$ cat config.mk
export PLATFORM = sky130hd
export DESIGN_NAME = quadrature_encoder_decoder
export DESIGN_NICKNAME = d
export VERILOG_FILES = /design/src/design/qed_pkg.sv /design/src/design/qed_phase_fsm.sv /design/src/design/qed_press.sv /design/src/design/quadrature_encoder_decoder.sv
export SDC_FILE = /design/constraint.sdc
export NUM_CORES = 1
export LEC_CHECK = 0
export ABC_AREA = 1
export BUFFER_PORTS_ARGS = -buffer_cell sky130_fd_sc_hd__buf_4
export CORE_ASPECT_RATIO = 0.7
export CORE_UTILIZATION = 60
export DETAILED_ROUTE_END_ITERATION = 6
export PLACE_DENSITY = 0.86
export SLEW_MARGIN = 15
export SYNTH_ARGS = -nofsm -noshare
export SYNTH_HDL_FRONTEND = slang
export SYNTH_SLANG_ARGS = --single-unit
$ cat constraint.sdc
create_clock -name clk -period 9.45 [get_ports clk]
set_clock_uncertainty 0.15 [all_clocks]
set_input_delay 2.835 -clock clk [delete_from_list [all_inputs] [get_ports clk]]
set_output_delay 2.835 -clock clk [all_outputs]
set_load 0.02 [all_outputs]
$ cat src/design/qed_pkg.sv
// Shared types, codes and the phase transition table for the quadrature decoder.
package qed_pkg;

  localparam int unsigned TS_W = 32;

  typedef enum logic [2:0] {
    PH_REST = 3'd0,
    PH_CW1  = 3'd1,
    PH_CW2  = 3'd2,
    PH_CW3  = 3'd3,
    PH_CCW1 = 3'd4,
    PH_CCW2 = 3'd5,
    PH_CCW3 = 3'd6,
    PH_AMBIG = 3'd7
  } phase_t;

  typedef enum logic [1:0] {
    FLT_NONE      = 2'd0,
    FLT_UNCHANGED = 2'd1,
    FLT_SKIPPED   = 2'd2,
    FLT_AMBIGUOUS = 2'd3
  } fault_t;

  // Pin pair codes: bit 0 is pin A, bit 1 is pin B.
  localparam logic [1:0] PINS_LOW  = 2'd0;
  localparam logic [1:0] PINS_A    = 2'd1;
  localparam logic [1:0] PINS_B    = 2'd2;
  localparam logic [1:0] PINS_HIGH = 2'd3;

  typedef struct packed {
    phase_t next;
    fault_t fault;
    logic   cw;
    logic   ccw;
  } move_t;

  function automatic move_t mk(phase_t nxt, fault_t flt, logic cw, logic ccw);
    move_t m;
    m.next  = nxt;
    m.fault = flt;
    m.cw    = cw;
    m.ccw   = ccw;
    return m;
  endfunction

  function automatic move_t phase_move(phase_t cur, logic [1:0] pins);
    move_t m;
    m = mk(cur, FLT_UNCHANGED, 1'b0, 1'b0);
    case (cur)
      PH_REST: begin
        case (pins)
          PINS_LOW:  m = mk(PH_AMBIG, FLT_AMBIGUOUS, 1'b0, 1'b0);
          PINS_A:    m = mk(PH_CW1, FLT_NONE, 1'b0, 1'b0);
          PINS_B:    m = mk(PH_CCW1, FLT_NONE, 1'b0, 1'b0);
          default:   m = mk(cur, FLT_UNCHANGED, 1'b0, 1'b0);
        endcase
      end
      PH_CW1: begin
        case (pins)
          PINS_LOW:  m = mk(PH_CW2, FLT_NONE, 1'b0, 1'b0);
          PINS_A:    m = mk(cur, FLT_UNCHANGED, 1'b0, 1'b0);
          PINS_B:    m = mk(PH_CW3, FLT_SKIPPED, 1'b0, 1'b0);
          default:   m = mk(PH_REST, FLT_NONE, 1'b0, 1'b0);
        endcase
      end
      PH_CW2: begin
        case (pins)
          PINS_LOW:  m = mk(cur, FLT_UNCHANGED, 1'b0, 1'b0);
          PINS_A:    m = mk(PH_CW1, FLT_NONE, 1'b0, 1'b0);
          PINS_B:    m = mk(PH_CW3, FLT_NONE, 1'b0, 1'b0);
          default:   m = mk(PH_REST, FLT_SKIPPED, 1'b1, 1'b0);
        endcase
      end
      PH_CW3: begin
        case (pins)
          PINS_LOW:  m = mk(PH_CW2, FLT_NONE, 1'b0, 1'b0);
          PINS_A:    m = mk(PH_CW1, FLT_SKIPPED, 1'b0, 1'b0);
          PINS_B:    m = mk(cur, FLT_UNCHANGED, 1'b0, 1'b0);
          default:   m = mk(PH_REST, FLT_NONE, 1'b1, 1'b0);
        endcase
      end
      PH_CCW1: begin
        case (pins)
          PINS_LOW:  m = mk(PH_CCW2, FLT_NONE, 1'b0, 1'b0);
          PINS_A:    m = mk(PH_CCW3, FLT_SKIPPED, 1'b0, 1'b0);
          PINS_B:    m = mk(cur, FLT_UNCHANGED, 1'b0, 1'b0);
          default:   m = mk(PH_REST, FLT_NONE, 1'b0, 1'b0);
        endcase
      end
      PH_CCW2: begin
        case (pins)
          PINS_LOW:  m = mk(cur, FLT_UNCHANGED, 1'b0, 1'b0);
          PINS_A:    m = mk(PH_CCW3, FLT_NONE, 1'b0, 1'b0);
          PINS_B:    m = mk(PH_CCW1, FLT_NONE, 1'b0, 1'b0);
          default:   m = mk(PH_REST, FLT_SKIPPED, 1'b0, 1'b1);
        endcase
      end
      PH_CCW3: begin
        case (pins)
          PINS_LOW:  m = mk(PH_CCW2, FLT_NONE, 1'b0, 1'b0);
          PINS_A:    m = mk(cur, FLT_UNCHANGED, 1'b0, 1'b0);
          PINS_B:    m = mk(PH_CCW1, FLT_SKIPPED, 1'b0, 1'b0);
          default:   m = mk(PH_REST, FLT_NONE, 1'b0, 1'b1);
        endcase
      end
      default: begin
        case (pins)
          PINS_LOW:  m = mk(cur, FLT_UNCHANGED, 1'b0, 1'b0);
          PINS_A:    m = mk(PH_CCW3, FLT_NONE, 1'b0, 1'b0);
          PINS_B:    m = mk(PH_CW3, FLT_NONE, 1'b0, 1'b0);
          default:   m = mk(PH_REST, FLT_AMBIGUOUS, 1'b0, 1'b0);
        endcase
      end
    endcase
    return m;
  endfunction

endpackage

$ cat src/design/qed_phase_fsm.sv
// Phase state register of the quadrature decoder and its transition lookup.
module qed_phase_fsm (
  input  logic            clk,
  input  logic            rst,
  input  logic            advance,
  input  logic [1:0]      pins,
  output qed_pkg::move_t  move
);

  qed_pkg::phase_t phase;

  always_comb begin
    move = qed_pkg::phase_move(phase, pins);
  end

  always_ff @(posedge clk) begin
    if (rst) begin
      phase <= qed_pkg::PH_REST;
    end else if (advance) begin
      phase <= move.next;
    end
  end

endmodule

$ cat src/design/qed_press.sv
// Push button edge detector with a minimum spacing between counted presses.
module qed_press #(
  parameter int unsigned TIME_BITS = 32
) (
  input  logic                      clk,
  input  logic                      rst,
  input  logic                      advance,
  input  logic                      push_level,
  input  logic [qed_pkg::TS_W-1:0]  time_now,
  input  logic [qed_pkg::TS_W-1:0]  debounce_ticks,
  output logic                      press
);

  localparam int unsigned CMP_W = (TIME_BITS > qed_pkg::TS_W) ? TIME_BITS : qed_pkg::TS_W;

  logic                 push_was_high;
  logic [TIME_BITS-1:0] last_push_time;
  logic [TIME_BITS-1:0] now;
  logic [TIME_BITS-1:0] diff;
  logic                 rise;

  always_comb begin
    now  = TIME_BITS'(time_now);
    // Wrapping difference, modulo the timestamp width.
    diff = now - last_push_time;
    rise = push_level && !push_was_high;
    press = rise && (CMP_W'(diff) > CMP_W'(debounce_ticks));
  end

  always_ff @(posedge clk) begin
    if (rst) begin
      push_was_high  <= 1'b0;
      last_push_time <= '0;
    end else if (advance) begin
      push_was_high <= push_level;
      if (rise) begin
        last_push_time <= now;
      end
    end
  end

endmodule

$ cat src/design/quadrature_encoder_decoder.sv
// Quadrature encoder decoder top level: handshakes, result register, configuration register.
//
// Usage: each input request carries one sample of the encoder pins (quad_pins), the
// push switch level and a free-running timestamp. Every accepted sample produces
// exactly one result: clockwise or counter-clockwise detent flags, a debounced press
// flag, a fault code and the phase reached.
// The result appears on the out channel in the cycle after the input is accepted; with
// the receiver ready the block takes one sample every cycle. All decoding is one
// table lookup plus one timestamp subtraction and compare, done between the input
// ports and the result register.
// When the receiver stalls, the result is held and in_ready drops until the result
// is taken; in the cycle it is taken a new sample can be accepted again.
// The cfg channel writes debounce_ticks, which the tick gap between push rising edges must
// exceed for a press to count; it is always ready and should be written while idle.
// Reset (rst, synchronous) returns the phase to rest, clears the push history and
// last edge time, sets debounce_ticks to zero and empties the result register.
module quadrature_encoder_decoder #(
  parameter int unsigned TIME_BITS = 32
) (
  input  logic                      clk,
  input  logic                      rst,
  input  logic                      in_valid,
  output logic                      in_ready,
  input  logic [1:0]                quad_pins,
  input  logic                      push_level,
  input  logic [qed_pkg::TS_W-1:0]  time_now,
  output logic                      out_valid,
  input  logic                      out_ready,
  output logic                      step_cw,
  output logic                      step_ccw,
  output logic                      press,
  output logic [1:0]                fault,
  output logic [2:0]                phase_now,
  input  logic                      cfg_valid,
  output logic                      cfg_ready,
  input  logic [qed_pkg::TS_W-1:0]  cfg_data
);

  logic                      in_fire;
  logic [qed_pkg::TS_W-1:0]  debounce_ticks;
  qed_pkg::move_t            move;
  logic                      press_next;

  assign in_ready  = !out_valid || out_ready;
  assign in_fire   = in_valid && in_ready;
  assign cfg_ready = 1'b1;

  qed_phase_fsm u_phase (
    .clk     (clk),
    .rst     (rst),
    .advance (in_fire),
    .pins    (quad_pins),
    .move    (move)
  );

  qed_press #(
    .TIME_BITS (TIME_BITS)
  ) u_press (
    .clk            (clk),
    .rst            (rst),
    .advance        (in_fire),
    .push_level     (push_level),
    .time_now       (time_now),
    .debounce_ticks (debounce_ticks),
    .press          (press_next)
  );

  always_ff @(posedge clk) begin
    if (rst) begin
      debounce_ticks <= '0;
    end else if (cfg_valid && cfg_ready) begin
      debounce_ticks <= cfg_data;
    end
  end

  always_ff @(posedge clk) begin
    if (rst) begin
      out_valid <= 1'b0;
    end else if (in_fire) begin
      out_valid <= 1'b1;
    end else if (out_ready) begin
      out_valid <= 1'b0;
    end
  end

  always_ff @(posedge clk) begin
    if (in_fire) begin
      step_cw   <= move.cw;
      step_ccw  <= move.ccw;
      press     <= press_next;
      fault     <= move.fault;
      phase_now <= move.next;
    end
  end

  // A detent can only be reported in one direction at a time.
  assert property (@(posedge clk) disable iff (rst)
    out_valid |-> !(step_cw && step_ccw))
    else $error("both detent directions reported");

  // A completed detent always lands in the rest phase.
  assert property (@(posedge clk) disable iff (rst)
    (out_valid && (step_cw || step_ccw)) |-> (phase_now == qed_pkg::PH_REST))
    else $error("detent reported away from rest");

  // An ambiguous fault either enters the ambiguous phase or leaves it to rest.
  assert property (@(posedge clk) disable iff (rst)
    (out_valid && fault == qed_pkg::FLT_AMBIGUOUS) |->
      (phase_now == qed_pkg::PH_AMBIG || phase_now == qed_pkg::PH_REST))
    else $error("ambiguous fault with unexpected phase");

  // Every accepted request yields a result in the next cycle.
  assert property (@(posedge clk) disable iff (rst)
    (in_valid && in_ready) |=> out_valid)
    else $error("accepted request produced no result");

endmodule
==> results.md, run 1 <==
* Final Core Density at 70.98%
* Placed cell area at 0.007128 mm²
* CP peak stage delay at 0.16 ns
* Post-synth cell types at 38
* Total track usage at 28.53%
* Root Buffer: clkbuf_16
* Area grow syn2layout at 14.22%
* Max-cap violations at 0
* Largest net degree at the start of global routing at 70
* CTS tree: built
* Mapped Nets at 1123
* DRT Pass-1 Iters at 5
* Post-CTS Hold Buffers at 0
* Post-CTS setup buffers at 0
* Later-pin clock latency in the skew report at 0.35 ns
* Port Buffers at 81
* Post-Syn Area at 0.006484 mm²
* Core footprint at approximately 0.010 mm²
* Vias/cell at 5.272
* Final setup violation count at 0
* Post-Syn Instances at 980
* Delay-heaviest family, CP: buffers and inverters
* Layout cells sized above 1 at 15.37%
* DRC viols at 0
* CP Launch Type: input port
* Num CTS Buffers at 9
* PnR worst setup slack at 3.251 ns
* CTS Sinks at 77
* Number of synthesized flops with an enable pin at 8
* Die Ht at 88.98 µm
* Num rows at 31
* Worst-path cell chain: buf_4 > inv_2 > nand2_4 > buf_4
* DR WL/cell at 12.90 µm
* CP Class: in2out
* Pre-CTS setup slack at around 3.2 ns
* DRT antenna net count at 0
* Pwr dens at between 100 and 150 mW/mm²
* Ys flop type: dfxtp_1
* CP Capture Type: output pin
* Number of global-route vias before repair at 5405
* VDD IR max at between 0.1 and 0.15 mV
* Register area share after synthesis at approximately a quarter
* Initial Util at 62.14%
* Most common cell on crit path: buf_4
* 1st-iter DRT viols at 542
* Rel. slew slack at 36.01%
* Worst endpoint data arrival time at 3.21 ns
* Clock buffer depth at 2
* Routed WL at between 15000 and 20000 µm
* CTS H-Tree Depth at 3
* Die area at 0.01123 mm²
* Hold WC Path Type: reg2reg
* Max Freq at 161.3 MHz
* First-pass GRT wire length at 25300 µm
* Final Power at about 0.0011 W
* FILL cells at 920
* IO Count at 83
* Buffers & Inverters on Critical Path at 3
* ANT cells at 0
* Final GP Congestion at 0.9260
* DP Wirelength at 11850 µm
* Syn_area_per_cell at 6.616 µm²
* Initial antenna violation count at 0
* Die width at approximately 130 µm
* GRT overflow at 0
* Max Fanout on Critical Path at 3
* Area leader, netlist: dfxtp_1
* Worst-path clk slew at about 0.060 ns
* Least-Margin Pin Slew at ~0.96 ns
* Setup_tns at 0 ns
* Synth warn at 0
* Synth Register Bits at 77
* Tcrit/Tclk final at 65.60%
* Final Hold Viols at 0
* RSZ-0062 raised after global routing: no
* CP max-delay cell: buf_4
* Status: complete, no violations
* Tmin final at 6.199 ns
* Final instance area at 0.007406 mm²
* Synth area leaders: dfxtp_1, nand2_1, ha_1
* Post-synth top area share at 21.30%
* Slew Viols, Final at 0
* Post_cts resized at 0
* Leakage at slightly below 4 nW
* Vias at approximately 6300
* Ys async rst share at 0%
* Nets at around 1200
* Worst EP required at 6.47 ns
path summary, 6_finish.rpt:
| path | slack [ns] | startpoint | end | cells after the start |
|---|---|---|---|---|
| worst max-delay path | 3.25 | out_ready | in_ready | 4 |
| worst min-delay path | 0.32 | u_press.last_push_time[28] | u_press.last_push_time[28] | 2 |
| worst max register to register | 6.28 | u_press.last_push_time[22] | press | 16 |
| worst min register to register | 0.32 | u_press.last_push_time[28] | u_press.last_push_time[28] | 2 |
layer usage:
metal,GRT usage (%),share of wire [%],up-vias,wire length [µm]
li1,-,-,3241,-
met1,42.62,51,2746,7836
met2,41.79,40,245,6058
met3,5.087,7.9,20,1211
met4,8.105,1.3,0,195
met5,0,0,-,0
stage by stage:
stage,hold slack (ns),instances
floorplan,0.2915,980
global placement,0.3107,1170
detailed placement,0.3174,1170
CTS,0.3264,1186
global route,0.3343,1186
finish,0.3236,1186
tightest hold or removal path: cells and delay by family (launching register included):
family                 cells  cell delay, ns
buffers and inverters      1            0.07
AO/OA/AOI/OAI              1            0.06
flip-flops                 1            0.29
logic make-up (layout without fill, tap and decap cells):
kind of cell	after synthesis	after routing	share of synthesized area (%)
adder cells (fa/ha/maj)	71	71	13.82
other	1	1	0.05784
buffers and inverters	215	289	13.18
AO/OA/AOI/OAI	132	132	15.28
XOR/XNOR	16	16	2.161
AND/OR/NAND/NOR	468	468	30.49
flip-flops	77	77	25.01
flip-flops by register name, indices dropped and copies added (netlist names):
register and flops:
debounce_ticks 32, u_press.last_push_time 32, phase_now 3, u_phase.phase 3, fault 2, out_valid 1
press 1, step_ccw 1, step_cw 1, u_press.push_was_high 1
placed cells by master (no fill, tap or decap), types with 2 or more instances in the layout:
cell / count
dfxtp_1: 69
inv_4: 2
xor2_1: 15
ha_1: 70
o21ai_0: 11
a211oi_2: 30
o22ai_1: 2
nor2_1: 115
a211oi_1: 32
clkbuf_16: 9
nand2_4: 4
o21a_1: 2
inv_6: 2
nand4_1: 8
buf_4: 81
a21oi_1: 44
clkinv_2: 2
o21bai_1: 3
nor4_2: 2
edfxtp_1: 8
and3_1: 2
inv_1: 185
nor3_1: 8
a21o_1: 4
o21ai_1: 4
nand3_1: 40
inv_2: 5
nand2_2: 18
nand2_1: 265
area by class of cell:
| cell class | count | area (µm²) | area share [%] |
|---|---|---|---|
| Multi-Input combinational cell | 688 | 4008 | 54.11 |
| Sequential cell | 77 | 1622 | 21.90 |
| Inverter | 192 | 725.7 | 9.799 |
| Timing Repair Buffer | 81 | 608.1 | 8.211 |
| Clock buffer | 11 | 242.7 | 3.278 |
| Tap cell | 132 | 165.2 | 2.230 |
| Clock inverter | 5 | 35.03 | 0.4731 |
synthesized netlist by cell type (2+ instances only):
library cell  instances
nand2_2              18
nor2_1              115
and3_1                2
nor4_2                2
nand4_1               8
o22ai_1               2
ha_1                 70
a21oi_1              44
inv_1               185
nand2_1             265
buf_6                 3
o21ai_0              11
o21ai_1               4
xor2_1               15
clkbuf_1             12
inv_4                 2
o21a_1                2
nor3_1                8
nand3_1              40
buf_2                 4
a21o_1                4
edfxtp_1              8
dfxtp_1              69
inv_2                 5
buf_4                 4
a211oi_2             30
o21bai_1              3
a211oi_1             32
nand2_4               4
power breakdown:
group	switching, W	total [W]	internal, W
combinational	0.000253	0.000410	0.000157
sequential	0.00000905	0.000365	0.000356
clock	0.000145	0.000331	0.000186
Note: power is estimated with default switching activity, not from simulation.
==> run 2, diff against run 1 <==
ABC_AREA = 0   (was 1)
CORE_UTILIZATION = 53   (was 60)
PLACE_DENSITY = 0.82   (was 0.86)
clock period = 5.6 ns   (was 9.45 ns; I/O delays follow)
==> run 2 against run 1 <==
Effect of this change: combinational power up 29%; area after synthesis is 13% lower; hold slack lost 0.018 ns; sequential power rose by 68%; critical path depth grew 14; critical path type is now in2reg; wire length down 9.4%; die area is 1.2% lower; design area down 10%; via count down 18%; core utilization down 6.9 points; final cell count shrank 23%; the run now ends with design-rule violations left.
==> results.md, run 2 <==
* Status: finished with violations (was complete, no violations)
* Failing checks: design-rule violations
* Initial antenna violation count at 0 (unchanged)
* Final setup violation count at 0 (unchanged)
* Nets at 921 (was 1192)
* Post-synth cell types at 60 (was 38)
* Clock buffer depth at 2 (unchanged)
* DRT antenna net count at 0 (unchanged)
* Final Hold Viols at 0 (unchanged)
* Max-cap violations at 0 (unchanged)
* DRC viols at 4 (was 0)
* Met2 Routed Length at 6058 µm (unchanged)
* Synth Register Bits at 77 (unchanged)
* Largest net degree at the start of global routing at 70 (unchanged)
* FILL cells at 931 (was 920)
* DR WL/cell at 15.15 µm (was 12.90 µm)
* First-pass GRT wire length at 22250 µm (was 25300 µm)
* WL met3 at 730 µm (was 1211 µm)
* VDD IR max at 0.1532 mV (was 0.1030 mV)
* Most common cell after layout, fill and taps aside: nand2_1 (unchanged)
* CP Launch Type: input port (unchanged)
* Post-CTS Hold Buffers at 0 (unchanged)
* CP Capture Type: flop (was output pin)
* Post-Syn Area at 0.005658 mm² (was 0.006484 mm²)
* Area grow syn2layout at 17.29% (was 14.22%)
* Tcrit/Tclk final at 92.92%
* Biggest regs: debounce_ticks (32), u_press.last_push_time (32) (unchanged)
* Post-synth top area share at 24.41% (was 21.30%)
* R2R setup slack at 1.56 ns (was 6.28 ns)
* Die area at 0.01110 mm² (was 0.01123 mm²)
* Post_cts resized at 0 (unchanged)
* Most frequent cells after synthesis: nand2_1, a21oi_1, inv_1 (was nand2_1, inv_1, nor2_1)
* Hold WC Path Type: reg2reg (unchanged)
* Rel. slew slack at 51.06% (was 36.01%)
* Mapped Nets at 855 (was 1123)
* Post-CTS setup buffers at 0 (unchanged)
* Synth area leaders: dfxtp_1, ha_1, a21oi_1 (was dfxtp_1, nand2_1, ha_1)
* Number of synthesized flops with an enable pin at 8 (unchanged)
* # placed instances at 899 (was 1170)
* Die Ht at 88.45 µm (was 88.98 µm)
* Vias at 5145 (was 6252)
* ANT cells at 0 (unchanged)
* Fin cells at 915 (was 1186)
* Leakage at 2.821 nW (was 3.864 nW)
* Ys flop type: dfxtp_1 (unchanged)
* Least-Margin Pin Slew at 0.7341 ns (was 0.9585 ns)
* Worst-path clk slew at 0.06 ns (about the same)
* Ys async rst share at 0% (unchanged)
* Syn_area_per_cell at 7.947 µm² (was 6.616 µm²)
* Root Buffer: clkbuf_16 (unchanged)
* Number of global-route vias before repair at 4733 (was 5405)
* GRT overflow at 0 (unchanged)
* Post-Syn Instances at 712 (was 980)
* Vias/cell at 5.623 (was 5.272)
* Worst endpoint data arrival time at 5.14 ns (was 3.21 ns)
* Worst EP required at 5.54 ns (was 6.47 ns)
* 1st-iter DRT viols at 266 (was 542)
* Area leader, netlist: dfxtp_1 (unchanged)
* Final Power at 0.001728 W (was 0.001106 W)
* Most frequent cells in the layout: nand2_1, buf_4, a21oi_1 (was nand2_1, inv_1, nor2_1)
* IO Count at 83 (unchanged)
* CP Class: in2reg (was in2out)
* DP Wirelength at 10840 µm (was 11850 µm)
* Pwr dens at 260.4 mW/mm² (was 149.3 mW/mm²)
* Pre-CTS setup slack at 0.04442 ns (was 3.245 ns)
* Num CTS Buffers at 9 (unchanged)
* Wl on met1 at 6936 µm (was 7836 µm)
* Synth warn at 0 (unchanged)
* Initial Util at 54.63% (was 62.14%)
* Final Core Density at 64.08% (was 70.98%)
* Total track usage at 25.10% (was 28.53%)
* Port Buffers at 81 (unchanged)
* Max Fanout on Critical Path at 3 (unchanged)
* Die width at 125.5 µm (was 126.2 µm)
* Routed WL at 13870 µm (was 15300 µm)
* Later-pin clock latency in the skew report at 0.34 ns (was 0.35 ns)
* Num rows at 31 (unchanged)
* Layout cells sized above 1 at 14.56% (was 15.37%)
* Tmin final at 5.203 ns
* CTS Sinks at 77 (unchanged)
* Max Freq at between 150 and 200 MHz
* Final GP Congestion at 0.9141 (was 0.9260)
* PnR worst setup slack at 0.3965 ns (was 3.251 ns)
* CTS tree: built (unchanged)
* DR top layer: met4 (unchanged)
* Slew Viols, Final at 0 (unchanged)
* Register area share after synthesis at 28.66% (was 25.01%)
* Setup_tns at 0 ns (unchanged)
* CTS H-Tree Depth at 3 (unchanged)
* DRT Pass-1 Iters at 7 (was 5)
* Core footprint at 0.01036 mm² (was 0.01043 mm²)
* Most instantiated library cell after synthesis: nand2_1 (unchanged)
* RSZ-0062 raised after global routing: no (unchanged)
[run 2: cell types whose count changed in the layout (fill, tap and decap cells not counted), sizes merged, moves of 15 or more]
cell,change
nand3,-39
nand2,-188
nor2,-56
xnor2,+18
a21o,+15
a21oi,+37
inv,-118
o21ai,+17
a211oi,-59
mux2i,+37
[run 2: power by group]
group,total [W],switching (W),internal (W)
registers,0.000612,0.0000207,0.000591
logic,0.000528,0.000291,0.000237
clock network,0.000588,0.000241,0.000347
total,0.00173,0.000553,0.00117
[run 2: area by class of cell]
cell class / count / area, µm² / area share (%)
well taps: 132 / 165.2 / 2.489
clock inverters: 7 / 75.07 / 1.131
flip-flops and latches: 77 / 1622 / 24.43
repair buffers: 82 / 615.6 / 9.276
clock buffers: 9 / 225.2 / 3.394
inverters: 75 / 281.5 / 4.242
multi-input cells: 533 / 3652 / 55.03
[run 2: path summary, 6_finish.rpt]
check / from / endpoint / cells after the start
setup / recovery: time_now[0] / press / 18
hold / removal: u_press.last_push_time[3] / u_press.last_push_time[3] / 2
setup reg to reg: u_press.last_push_time[0] / press / 16
hold reg to reg: u_press.last_push_time[3] / u_press.last_push_time[3] / 2
[run 2: routing by layer]
metal	GRT usage (%)	vias up
li1	-	2571
met1	35.11	2412
met2	39.70	146
met3	5.260	16
met4	6.098	0
met5	0	-
[run 2: per-stage QoR]
| step | area [µm²] | hold WS [ns] |
|---|---|---|
| final | 6636 | 0.3053 |
| after global routing | 6636 | 0.3207 |
| after global placement | 6334 | 0.2916 |
| after CTS | 6634 | 0.3069 |
| after floorplan | 5658 | 0.2863 |
| after detailed placement | 6334 | 0.2978 |
[run 2: critical path, cell delays in order]
cell     delay (ns)
buf_4          0.11
inv_1          0.05
ha_1           0.16
inv_1          0.06
fa_1           0.39
a21o_1         0.19
nand4_1        0.16
a21oi_1        0.11
o31ai_1        0.32
a21oi_1        0.22
a41oi_1        0.29
xnor2_1        0.10
ha_1           0.32
nand4_1        0.15
nor4_1         0.37
nand2_1        0.13
o31ai_1        0.25
a31oi_1        0.06
[run 2: kinds of logic after synthesis]
logic type,after synthesis,share of synthesized area (%)
simple gates,208,16.03
compound gates,184,20.79
other cells,1,0.06628
flops,77,28.66
fa+ha+maj,71,15.83
buf+inv,102,6.833
mux,39,7.143
xor+xnor,30,4.644
==> run 3, diff against run 2 <==
MAX_ROUTING_LAYER = met4   (was not set)
SLEW_MARGIN = 20   (was 15)
==> run 3 against run 2 <==
Effect of this change: the flow still finishes with violations (design-rule violations); wire length decreased by 1.2%; setup slack barely moved; global-route usage rose by 0.91 points; count of clock-buffer cells in the layout unchanged; critical path type unchanged; critical endpoint unchanged; highest routed layer unchanged.
==> results.md, run 3 (synthesis gave the netlist of run 2 again) <==
* Post_cts resized at 0 (unchanged)
* DRC viols at 4 (unchanged)
* Clock share of power at 31.7% (was 34.0%)
* Slew Viols, Final at 0 (unchanged)
* Final Power at 0.001669 W (was 0.001728 W)
* Nets at 922 (was 921)
* Total track usage at 26.01% (was 25.10%)
* VDD IR max at 0.1736 mV (was 0.1532 mV)
* Least-Margin Pin Slew at 0.7162 ns (was 0.7341 ns)
* Tcrit/Tclk final at 92.93% (was 92.92%)
* DP Wirelength at 10750 µm (was 10840 µm)
* Post-CTS Hold Buffers at 0 (unchanged)
* CTS tree: built (unchanged)
* Post-CTS setup buffers at 0 (unchanged)
* Most common cell after layout, fill and taps aside: nand2_1 (unchanged)
* Number of global-route vias before repair at 4644 (was 4733)
* Clock buffer depth at 2 (unchanged)
* Initial antenna violation count at 0 (unchanged)
* Largest net degree at the start of global routing at 70 (unchanged)
* IO Count at 83 (unchanged)
* Tmin final at 5.204 ns (was 5.203 ns)
* Worst endpoint data arrival time at 5.13 ns (was 5.14 ns)
* Routed WL at 13700 µm (was 13870 µm)
* Die Ht at 88.45 µm (unchanged)
* Failing checks: design-rule violations (unchanged)
* Area grow syn2layout at 16.81% (was 17.29%)
* GRT overflow at 0 (unchanged)
* Setup_tns at 0 ns (unchanged)
* Hold WC Path Type: reg2reg (unchanged)
* FILL cells at 910 (was 931)
* Leakage at 2.813 nW (was 2.821 nW)
* Seq pwr share at 36.7% (was 35.4%)
* Worst r2r src: u_press.last_push_time[0] (unchanged)
* First-pass GRT wire length at 22220 µm (was 22250 µm)
* Final Hold Viols at 0 (unchanged)
* Critical path endpoint: press (unchanged)
* Initial Util at 54.63% (unchanged)
* Cell-internal power at 0.001124 W (was 0.001174 W)
* Status: finished with violations (unchanged)
* Rel. slew slack at 52.25% (was 51.06%)
* CP Class: in2reg (unchanged)
* ANT cells at 0 (unchanged)
* Worst Setup SP: time_now[0] (unchanged)
* Num CTS Buffers at 9 (unchanged)
* Core footprint at 0.01036 mm² (unchanged)
* R2R Path End: press (unchanged)
* Pwr dens at 252.5 mW/mm² (was 260.4 mW/mm²)
* Die width at 125.5 µm (unchanged)
* # placed instances at 900 (was 899)
* Psw at 0.0005450 W (was 0.0005534 W)
* Max Fanout on Critical Path at 3 (unchanged)
* DR WL/cell at 14.96 µm (was 15.15 µm)
* Root Buffer: clkbuf_16 (unchanged)
* RSZ-0062 raised after global routing: no (unchanged)
* DRT antenna net count at 0 (unchanged)
* Biggest regs: debounce_ticks (32), u_press.last_push_time (32) (unchanged)
* Port Buffers at 81 (unchanged)
* Final GP Congestion at 0.9642 (was 0.9141)
* Comb pwr share at 31.6% (was 30.6%)
* Placed cell area at 0.006341 mm² (was 0.006334 mm²)
* DRT Pass-1 Iters at 7 (unchanged)
* Num rows at 31 (unchanged)
* CTS Sinks at 77 (unchanged)
* Later-pin clock latency in the skew report at 0.34 ns (about the same)
* Fin cells at 916 (was 915)
* Vias/cell at 5.531 (was 5.623)
* Final setup violation count at 0 (unchanged)
* Die area at 0.01110 mm² (unchanged)
* Net Sw Frac at 32.65% (was 32.03%)
* 1st-iter DRT viols at 340 (was 266)
* Worst EP required at 5.52 ns (was 5.54 ns)
* Most frequent cells in the layout: nand2_1, buf_4, a21oi_1 (unchanged)
* Max-cap violations at 0 (unchanged)
* CP Launch Type: input port (unchanged)
* Worst-path clk slew at 0.06 ns (about the same)
* R2R setup slack at 1.56 ns (about the same)
* CTS H-Tree Depth at 3 (unchanged)
* R2R depth at 16 (unchanged)
* Layout cells sized above 1 at 14.67% (was 14.56%)
* Vias at 5066 (was 5145)
* CP Capture Type: flop (unchanged)
* Max Freq at 192.2 MHz (about the same)
* Final Core Density at 63.82% (was 64.08%)
* Final instance area at 0.006609 mm² (was 0.006636 mm²)
## run 3: cell types whose count changed in the layout (fill, tap and decap cells not counted)
cell	change
clkinv_2	+4
clkinv_4	-2
buf_4	+1
bufinv_16	-1
clkinv_1	-1
clkinvlp_4	+1
inv_6	-1
nand2_1	+1
nand2_2	-1
## run 3: per-stage QoR
step           setup WS [ns]  hold WS, ns
2_1_floorplan         0.6051       0.2863
3_3_place_gp          0.2514       0.2920
4_1_cts               0.4245       0.3048
6_report              0.3962       0.3037
5_1_grt               0.1368       0.3196
3_5_place_dp         0.08055       0.2967
## run 3: final cells by class
| type | instances | area [µm²] | area share, % |
|---|---|---|---|
| Clock buffer | 9 | 225.2 | 3.408 |
| Clock inverter | 7 | 42.54 | 0.6437 |
| Inverter | 75 | 281.5 | 4.260 |
| Multi-Input combinational cell | 533 | 3650 | 55.23 |
| Sequential cell | 77 | 1622 | 24.54 |
| Tap cell | 132 | 165.2 | 2.499 |
| Timing Repair Buffer | 83 | 623.1 | 9.428 |
## run 3: worst min path at each step
stage                                       endpoint                  startpoint  cells past startpoint
after floorplan           u_press.last_push_time[10]  u_press.last_push_time[10]                      2
after global placement    u_press.last_push_time[29]  u_press.last_push_time[29]                      2
after detailed placement   u_press.last_push_time[5]   u_press.last_push_time[5]                      2
after CTS                  u_press.last_push_time[5]   u_press.last_push_time[5]                      2
after global routing      u_press.last_push_time[25]  u_press.last_push_time[25]                      2
final                     u_press.last_push_time[30]  u_press.last_push_time[30]                      2
## run 3: per-layer routing
layer,track usage (%),up-vias,routed length (µm)
li1,-,2575,-
met1,36.13,2331,7033
met2,38.59,140,5756
met3,4.897,20,743
met4,6.763,0,165
met5,-,-,0
## run 3: worst max-delay path: stages
cell      delay, ns
buf_4          0.11
inv_1          0.05
ha_1           0.17
inv_1          0.06
fa_1           0.40
a21o_1         0.19
nand4_1        0.15
a21boi_2       0.09
a31o_2         0.28
a311o_1        0.33
a31oi_1        0.20
xnor2_1        0.10
ha_1           0.30
nand4_1        0.15
nor4_1         0.39
nand2_1        0.12
o31ai_1        0.27
a31oi_1        0.07
## run 3: power by group through the flow
stage	sequential, W	clock [W]	combinational (W)
floorplan	0.000622	0	0.000369
finish	0.000612	0.000529	0.000528
CTS	0.000612	0.000540	0.000524
detailed placement	0.000624	0	0.000520
global placement	0.000622	0	0.000505
global route	0.000616	0.000564	0.000590
